### src/skt_pkg.sv
// ----------------------------------------------------------------------------
// skt_pkg: shared codes for the sorted key table
// Command, status and configuration register codes, and the key compare.
// ----------------------------------------------------------------------------
package skt_pkg;

    localparam logic [2:0] CMD_APPEND     = 3'd0;
    localparam logic [2:0] CMD_INSERT     = 3'd1;
    localparam logic [2:0] CMD_REMOVE_KEY = 3'd2;
    localparam logic [2:0] CMD_REMOVE_IDX = 3'd3;
    localparam logic [2:0] CMD_LOOKUP     = 3'd4;
    localparam logic [2:0] CMD_SORT       = 3'd5;
    localparam logic [2:0] CMD_RESET      = 3'd6;

    localparam logic [1:0] ST_DONE     = 2'd0;
    localparam logic [1:0] ST_FULL     = 2'd1;
    localparam logic [1:0] ST_NOTFOUND = 2'd2;

    localparam logic REG_CAPACITY     = 1'b0;
    localparam logic REG_SIGNED_ORDER = 1'b1;

    // Key compare: less-than under the selected order
    function automatic logic key_lt(input logic [31:0] a, input logic [31:0] b,
                                    input logic sgn);
        logic [31:0] x;
        logic [31:0] y;
        x = a ^ {sgn, 31'd0};
        y = b ^ {sgn, 31'd0};
        return x < y;
    endfunction

endpackage

### src/sorted_key_table.sv
// ----------------------------------------------------------------------------
// sorted_key_table: bounded ordered table of 32-bit keys
//
// Input channel (s_axis_*) carries one command item: cmd, key, index.
// Output channel (m_axis_*) returns one result item per command: status,
// found_index, removed_key, entry_count.
// Keys live in a memory of DEPTH entries with one read and one write port; a
// sequencer walks it one read or one write per cycle around its key compares.
// Insert and removes walk the table one entry at a time, lookup probes it by
// halving the search range, and sort is an insertion sort.
// The block takes one item at a time: s_axis_tready is low from acceptance
// until the result register is free again, so the next item can be taken
// in the cycle after the result is accepted.
// When the receiver stalls, the result is held in the output register and
// no new item is taken.
// Reset (i_rst_n low, synchronous) empties the table, sets capacity to 64
// and unsigned order; memory contents need no clearing.
// Configuration writes (i_cfg_we/i_cfg_addr/i_cfg_data) are taken any time.
// ----------------------------------------------------------------------------
module sorted_key_table #(
    parameter int DEPTH = 64
) (
    input  logic        i_clk,
    input  logic        i_rst_n,
    input  logic        i_cfg_we,
    input  logic        i_cfg_addr,
    input  logic [6:0]  i_cfg_data,
    input  logic        s_axis_tvalid,
    output logic        s_axis_tready,
    // [2:0] cmd, [34:3] key, [40:35] index, [47:41] zero
    input  logic [47:0] s_axis_tdata,
    output logic        m_axis_tvalid,
    input  logic        m_axis_tready,
    // [1:0] status, [7:2] found_index, [39:8] removed_key,
    // [46:40] entry_count, [47] zero
    output logic [47:0] m_axis_tdata
);

    localparam int AW = $clog2(DEPTH);
    localparam int CW = $clog2(DEPTH + 1);
    localparam int IW = (AW > 6) ? AW : 6;

    localparam logic [3:0] S_IDLE  = 4'd0;
    localparam logic [3:0] S_DISP  = 4'd1;
    localparam logic [3:0] S_INS   = 4'd2;  // read entries[i-1]
    localparam logic [3:0] S_INSW  = 4'd3;  // compare, shift or place
    localparam logic [3:0] S_RKR   = 4'd4;  // read entries[i]
    localparam logic [3:0] S_RKC   = 4'd5;
    localparam logic [3:0] S_GAPR  = 4'd6;  // read entries[i+1]
    localparam logic [3:0] S_GAPW  = 4'd7;
    localparam logic [3:0] S_LKR   = 4'd8;
    localparam logic [3:0] S_LKC   = 4'd9;
    localparam logic [3:0] S_SRTR  = 4'd10; // read v = entries[j]
    localparam logic [3:0] S_SRTV  = 4'd11;
    localparam logic [3:0] S_OUT   = 4'd12;

    logic [31:0] r_mem [DEPTH];
    logic [31:0] r_rd;

    logic [3:0]    r_state, n_state;
    logic [CW-1:0] r_count, n_count;
    logic [6:0]    r_cap;
    logic          r_sgn;
    logic [2:0]    r_cmd;
    logic [31:0]   r_key, n_key;
    logic [IW-1:0] r_idx;
    logic [CW-1:0] r_i, n_i;       // walking position
    logic [CW-1:0] r_j, n_j;       // outer sort position
    logic [CW-1:0] r_lo, n_lo, r_hi, n_hi;
    logic [1:0]    r_st, n_st;
    logic [5:0]    r_fnd, n_fnd;
    logic [31:0]   r_rem, n_rem;
    logic          r_ovld;
    logic [47:0]   r_odata;

    logic          w_we;
    logic [AW-1:0] w_wa, w_ra;
    logic [31:0]   w_wd;
    logic [CW-1:0] w_cap, w_mid;
    logic          w_full;
    logic [CW:0]   w_sum;

    // effective capacity: clamp to 1..DEPTH
    always_comb begin
        if (r_cap == 7'd0) begin
            w_cap = CW'(1);
        end else if (32'(r_cap) > 32'(DEPTH)) begin
            w_cap = CW'(DEPTH);
        end else begin
            w_cap = CW'(r_cap);
        end
    end
    assign w_full = r_count >= w_cap;
    assign w_sum  = {1'b0, r_lo} + {1'b0, r_hi};
    assign w_mid  = w_sum[CW:1];

    assign s_axis_tready = (r_state == S_IDLE) && !r_ovld;
    assign m_axis_tvalid = r_ovld;
    assign m_axis_tdata  = r_odata;

    always_ff @(posedge i_clk) begin
        if (w_we) begin
            r_mem[w_wa] <= w_wd;
        end
        r_rd <= r_mem[w_ra];
    end

    always_comb begin
        n_state = r_state;
        n_count = r_count;
        n_key   = r_key;
        n_i     = r_i;
        n_j     = r_j;
        n_lo    = r_lo;
        n_hi    = r_hi;
        n_st    = r_st;
        n_fnd   = r_fnd;
        n_rem   = r_rem;
        w_we    = 1'b0;
        w_wa    = r_i[AW-1:0];
        w_wd    = r_key;
        w_ra    = r_i[AW-1:0];
        case (r_state)
            S_IDLE: begin
                if (s_axis_tvalid && s_axis_tready) begin
                    n_state = S_DISP;
                end
            end
            S_DISP: begin
                n_st  = skt_pkg::ST_DONE;
                n_fnd = 6'd0;
                n_rem = 32'd0;
                n_state = S_OUT;
                case (r_cmd)
                    skt_pkg::CMD_APPEND: begin
                        if (w_full) begin
                            n_st = skt_pkg::ST_FULL;
                        end else begin
                            w_we    = 1'b1;
                            w_wa    = r_count[AW-1:0];
                            n_count = r_count + CW'(1);
                        end
                    end
                    skt_pkg::CMD_INSERT: begin
                        if (w_full) begin
                            n_st = skt_pkg::ST_FULL;
                        end else begin
                            n_i     = r_count;
                            n_count = r_count + CW'(1);
                            n_state = S_INS;
                        end
                    end
                    skt_pkg::CMD_REMOVE_KEY: begin
                        n_i     = '0;
                        n_state = S_RKR;
                    end
                    skt_pkg::CMD_REMOVE_IDX: begin
                        if ((IW + 1)'(r_idx) < (IW + 1)'(r_count)) begin
                            n_i     = CW'(r_idx);
                            w_ra    = r_idx[AW-1:0];
                            n_state = S_RKC;
                        end else begin
                            n_st = skt_pkg::ST_NOTFOUND;
                        end
                    end
                    skt_pkg::CMD_LOOKUP: begin
                        n_st    = skt_pkg::ST_NOTFOUND;
                        n_lo    = '0;
                        n_hi    = r_count;
                        n_state = S_LKR;
                    end
                    skt_pkg::CMD_SORT: begin
                        n_j     = CW'(1);
                        n_state = S_SRTR;
                    end
                    skt_pkg::CMD_RESET: begin
                        n_count = '0;
                    end
                    default: begin
                    end
                endcase
            end
            S_INS: begin
                if (r_i == '0) begin
                    w_we    = 1'b1;
                    n_state = (r_cmd == skt_pkg::CMD_SORT) ? S_SRTR : S_OUT;
                    if (r_cmd == skt_pkg::CMD_SORT) begin
                        n_j = r_j + CW'(1);
                    end
                end else begin
                    w_ra    = AW'(r_i - CW'(1));
                    n_state = S_INSW;
                end
            end
            S_INSW: begin
                // r_rd = entries[i-1]; shift up while it sorts above key
                if (skt_pkg::key_lt(r_key, r_rd, r_sgn)) begin
                    w_we  = 1'b1;
                    w_wd  = r_rd;
                    n_i   = r_i - CW'(1);
                    n_state = S_INS;
                end else begin
                    w_we    = 1'b1;
                    n_state = (r_cmd == skt_pkg::CMD_SORT) ? S_SRTR : S_OUT;
                    if (r_cmd == skt_pkg::CMD_SORT) begin
                        n_j = r_j + CW'(1);
                    end
                end
            end
            S_RKR: begin
                if (r_i >= r_count) begin
                    n_st    = skt_pkg::ST_NOTFOUND;
                    n_state = S_OUT;
                end else begin
                    n_state = S_RKC;
                end
            end
            S_RKC: begin
                if (r_cmd == skt_pkg::CMD_REMOVE_IDX || r_rd == r_key) begin
                    n_rem   = r_rd;
                    n_count = r_count - CW'(1);
                    n_state = S_GAPR;
                end else begin
                    n_i     = r_i + CW'(1);
                    w_ra    = AW'(r_i + CW'(1));
                    n_state = S_RKR;
                end
            end
            S_GAPR: begin
                if (r_i >= r_count) begin
                    n_state = S_OUT;
                end else begin
                    w_ra    = AW'(r_i + CW'(1));
                    n_state = S_GAPW;
                end
            end
            S_GAPW: begin
                w_we    = 1'b1;
                w_wd    = r_rd;
                n_i     = r_i + CW'(1);
                n_state = S_GAPR;
            end
            S_LKR: begin
                if (r_hi > r_lo) begin
                    w_ra    = w_mid[AW-1:0];
                    n_i     = w_mid;
                    n_state = S_LKC;
                end else begin
                    n_state = S_OUT;
                end
            end
            S_LKC: begin
                n_state = S_LKR;
                if (r_rd == r_key) begin
                    n_fnd   = 6'(r_i);
                    n_st    = skt_pkg::ST_DONE;
                    n_state = S_OUT;
                end else if (skt_pkg::key_lt(r_rd, r_key, r_sgn)) begin
                    n_lo = r_i + CW'(1);
                end else begin
                    n_hi = r_i;
                end
            end
            S_SRTR: begin
                if (r_j >= r_count) begin
                    n_state = S_OUT;
                end else begin
                    w_ra    = r_j[AW-1:0];
                    n_i     = r_j;
                    n_state = S_SRTV;
                end
            end
            S_SRTV: begin
                // hold v in the key register, then run the insert walk
                n_key   = r_rd;
                n_state = S_INS;
            end
            S_OUT: begin
                n_state = S_IDLE;
            end
            default: begin
                n_state = S_IDLE;
            end
        endcase
    end

    always_ff @(posedge i_clk) begin
        if (!i_rst_n) begin
            r_state <= S_IDLE;
            r_count <= '0;
            r_cap   <= 7'd64;
            r_sgn   <= 1'b0;
            r_ovld  <= 1'b0;
        end else begin
            r_state <= n_state;
            r_count <= n_count;
            if (i_cfg_we) begin
                if (i_cfg_addr == skt_pkg::REG_CAPACITY) begin
                    r_cap <= i_cfg_data;
                end else begin
                    r_sgn <= i_cfg_data[0];
                end
            end
            if (r_state == S_OUT) begin
                r_ovld <= 1'b1;
            end else if (m_axis_tready) begin
                r_ovld <= 1'b0;
            end
        end
    end

    always_ff @(posedge i_clk) begin
        if (s_axis_tvalid && s_axis_tready) begin
            r_cmd <= s_axis_tdata[2:0];
            r_key <= s_axis_tdata[34:3];
            r_idx <= IW'(s_axis_tdata[40:35]);
        end else begin
            r_key <= n_key;
        end
        r_i   <= n_i;
        r_j   <= n_j;
        r_lo  <= n_lo;
        r_hi  <= n_hi;
        r_st  <= n_st;
        r_fnd <= n_fnd;
        r_rem <= n_rem;
        if (r_state == S_OUT) begin
            r_odata <= {1'b0, 7'(r_count), r_rem, r_fnd, r_st};
        end
    end

    a_count_cap: assert property (@(posedge i_clk) disable iff (!i_rst_n)
        32'(r_count) <= 32'(DEPTH))
        else $error("entry count above depth");
    a_ready_busy: assert property (@(posedge i_clk) disable iff (!i_rst_n)
        (r_state != S_IDLE) |-> !s_axis_tready)
        else $error("ready while busy");
    a_out_hold: assert property (@(posedge i_clk) disable iff (!i_rst_n)
        (r_ovld && !m_axis_tready) |=> $stable(r_odata))
        else $error("result changed while stalled");

endmodule

### config.mk
export PLATFORM = sky130hd
export DESIGN_NAME = sorted_key_table
export DESIGN_NICKNAME = d
export VERILOG_FILES = /design/src/skt_pkg.sv /design/src/sorted_key_table.sv
export SDC_FILE = /design/constraint.sdc
export NUM_CORES = 2
export LEC_CHECK = 0
export BUFFER_PORTS_ARGS = -buffer_cell sky130_fd_sc_hd__buf_2
export CAP_MARGIN = 20
export CORE_MARGIN = 5
export CORE_UTILIZATION = 25
export CTS_CLUSTER_SIZE = 25
export DETAILED_ROUTE_END_ITERATION = 7
export PLACE_DENSITY_LB_ADDON = 0.1
export SLEW_MARGIN = 20
export SYNTH_ARGS = -nofsm -noshare
export SYNTH_HDL_FRONTEND = slang
export SYNTH_SLANG_ARGS = --single-unit
### constraint.sdc
create_clock -name i_clk -period 10.91 [get_ports i_clk]
set_input_delay 1.091 -clock i_clk [delete_from_list [all_inputs] [get_ports i_clk]]
set_output_delay 1.091 -clock i_clk [all_outputs]
set_load 0.02 [all_outputs]
==> flow_summary.ini <==
[timing]
finalSetupTns_ps = 0
hold_violations = 0
max_slew_margin_pct = 18.0
finalCritPeriodShare_pct = 63.7
holdWs_ps = 394
clock-skew-final_ps = 48.8
rsz0062_at_grt = false
setup-violations-final = 0
layout_min_cycle_time_ps = 6950
drv_slew = 0
max_freq_mhz = 144
layout_setup_ws_ps = 3960
tightest_slew_ps = 1230

[worst_setup_path]
critPathArrivalTime_ps = 7710
endpoint = r_rd[12]
cp-end-kind = flip-flop
worst-r2r-setup-slack_ps = 3960
critPathLaunch = r_i[0]
reg2reg_depth = 15
critPathLaunchType = flip-flop
rr_endpoint = r_rd[12]
path_max_fanout = 116
crit_required_ps = 11680
critPathKind = reg -> reg
r2r_start = r_i[0]

[outcome]
status = finished clean

[global_routing]
antenna_found_initial = 17
grt_pass1_vias = 52857
gr-total-overflow = 0
grtUsageMet2_pct = 26.0
grt_max_degree = 145
use_met3_pct = 1.79
top_usage_layer = met2
grt_usage_pct = 15.9
grtUsageMet1_pct = 22.7
grt_first_pass_wirelength_mm = 428

[die]
io_pins = 111
die_h_um = 613
coreArea_um2 = 362000
initial_core_util_pct = 25.1
num_rows = 221
dieArea_um2 = 375000
die_w_um = 613

[synth]
synth_warnings = 0
syn-instance-count = 5994
ys_types = 95
syn_area_um2 = 90800
synth-edff-count = 2204
synth_seq_cells = 2256
synth_nets = 6136
synth_async_sr_flop_share_pct = 0
seq_area_frac_synth_pct = 74.1
synth-main-ff-cell = edfxtp_1
syn_avg_cell_area_um2 = 15.1

[clock_tree]
clk_path_buf_depth = 4
clockRootBuffer = clkbuf_16
cts.sink_count = 2256
post_cts_resized = 0
worstSkewPairLatency_ps = 880
cts_setup_buffers = 0
cts_tree = done
clk_pin_slew_ps = 60
hold_buffers = 0
htree_levels = 5
cts_buffers = 271

[placement]
gp_routability_congestion = 0.779
hpwl_mm = 170
dp_slack_ps = 4150
port_buffers = 102

[drt]
drc = 0
wl_per_cell_um = 27.5
totalWireLength_mm = 308
drt_pass1_iterations = 6
via_per_inst = 4.80
first_iter_violations = 5076
dr_total_vias = 53645
ant_nets = 0

[final_layout]
syn_to_final_growth_pct = 17.0
final_nets = 6296
drive_gt1_share_pct = 14.4
final_cell_mix = edfxtp_1, nand2_1, a21oi_1
layout_commonest_cell = edfxtp_1
multi_input_area_um2 = 22100
fillCellCount = 36072
regArea_um2 = 67200

[power]
power.internal_w = 0.0195
ir_drop_mv = 0.402
p_sw_w = 0.0131
p_seq_share_pct = 34.5
power_w = 0.0325
p_leak_nw = 34.6
power_per_cell_area_nw_per_um2 = 306
p_clk_share_pct = 26.7
combPwrFrac_pct = 38.8
netSwitchingFraction_pct = 40.2

[run]
maxCapViolations = 0

[hold_path]
hold_path.class = reg -> reg
power by group through the flow:
stage / clock [W] / sequential (W) / combinational (W)
final: 0.00868 / 0.0112 / 0.0126
after global routing: 0.00930 / 0.0113 / 0.0136
after CTS: 0.00895 / 0.0112 / 0.0129
after detailed placement: 0 / 0.0114 / 0.0129
after global placement: 0 / 0.0114 / 0.0128
after floorplan: 0 / 0.0112 / 0.00730
worst max-delay path: stages, from the launching register on:
cell and delay, ps:
edfxtp_1 360, buf_4 230, inv_1 550, ha_1 350
nor2b_1 110, o21ai_0 160, a21o_1 240, o21a_1 320
o221ai_1 600, a21o_4 540, buf_12 520, mux4_2 400
a22o_1 240, o31ai_1 980, o21ai_1 620, a211o_1 390
flip-flops by register name (all words and copies together), names as in the netlist, 32 cells and up:
name and flops:
r_key 32, r_rem 32, r_mem 2048, r_rd 32, m_axis_tdata 47
per-stage QoR:
stage / instances / util [%] / instance area, um2
5_1_grt: 11155 / 29.3 / 106000
4_1_cts: 11154 / 29.3 / 106000
6_report: 11172 / 29.3 / 106000
3_5_place_dp: 10675 / 27.0 / 97800
2_1_floorplan: 5994 / - / 90800
3_3_place_gp: 10675 / 27.0 / 97800
per-layer routing:
layer / wire length [um] / part of all wire, % / vias to the layer above
met2: 144000 / 47 / 1323
met5: 0 / 0 / -
met1: 144000 / 47 / 28192
li1: - / - / 23781
met3: 12600 / 4.1 / 349
met4: 6530 / 2.1 / 0
cells in the mapped netlist, drive strengths merged, types with 6 or more instances:
cell type  instances  area (um2)
edfxtp          2204       66200
nand2           1193        4480
a21oi            335        1690
a32oi            216        1890
clkbuf           209         787
buf              192        1030
nor2             150         581
mux4             139        3200
and3             132         826
a211oi           131         988
a22oi            123         923
ha                80        1000
o21ai             79         399
inv               67         251
a31oi             66         413
a22o              63         552
nand3             62         310
a311oi            61         534
dfxtp             52        1040
a221oi            51         453
and2              37         231
o31ai             36         270
mux2              35         394
a211o             30         263
a21o              25         188
mux2i             23         230
nor2b             22         138
nand4             16         100
nand2b            13        81.3
nor3              12        71.3
a221o             11         110
or3               11        78.8
o211ai            10        75.1
xor2              10        87.6
o21a               9        75.1
xnor2              9        78.8
and4               6        52.6
o221ai             6        58.8
o22ai              6        37.5
final cells by class:
class                      instances  share of cell area, %
clock buffer                     347                   6.87
tap                             4794                   5.65
clock inverter                   132                  0.989
inverter                          68                  0.240
multi-input combinational       3269                   20.8
antenna                           18                 0.0424
sequential                      2256                   63.3
timing repair buffer             288                   2.06
worst min path at each step:
stage,startpoint,cells after the start,endpoint,slack (ps)
after floorplan,r_st[0],0,m_axis_tdata[0],400
after global placement,r_rem[22],0,m_axis_tdata[30],410
after detailed placement,r_rem[14],0,m_axis_tdata[22],400
after CTS,s_axis_tdata[37],1,r_idx[2],340
after global routing,s_axis_tdata[37],1,r_idx[2],390
final,r_rem[12],0,m_axis_tdata[20],390
cells by family (layout without fill, tap and decap cells):
| family | after synthesis | after routing | synth area share [%] |
|---|---|---|---|
| flops | 2256 | 2256 | 74.1 |
| simple gates | 1677 | 1677 | 7.87 |
| compound gates | 1294 | 1294 | 10.3 |
| buf+inv | 469 | 835 | 2.28 |
| mux | 197 | 197 | 4.21 |
| fa+ha+maj | 81 | 81 | 1.12 |
| xor+xnor | 19 | 19 | 0.183 |
| other cells | 1 | 19 | 0.00413 |
Power figures use the tool's default switching activity.
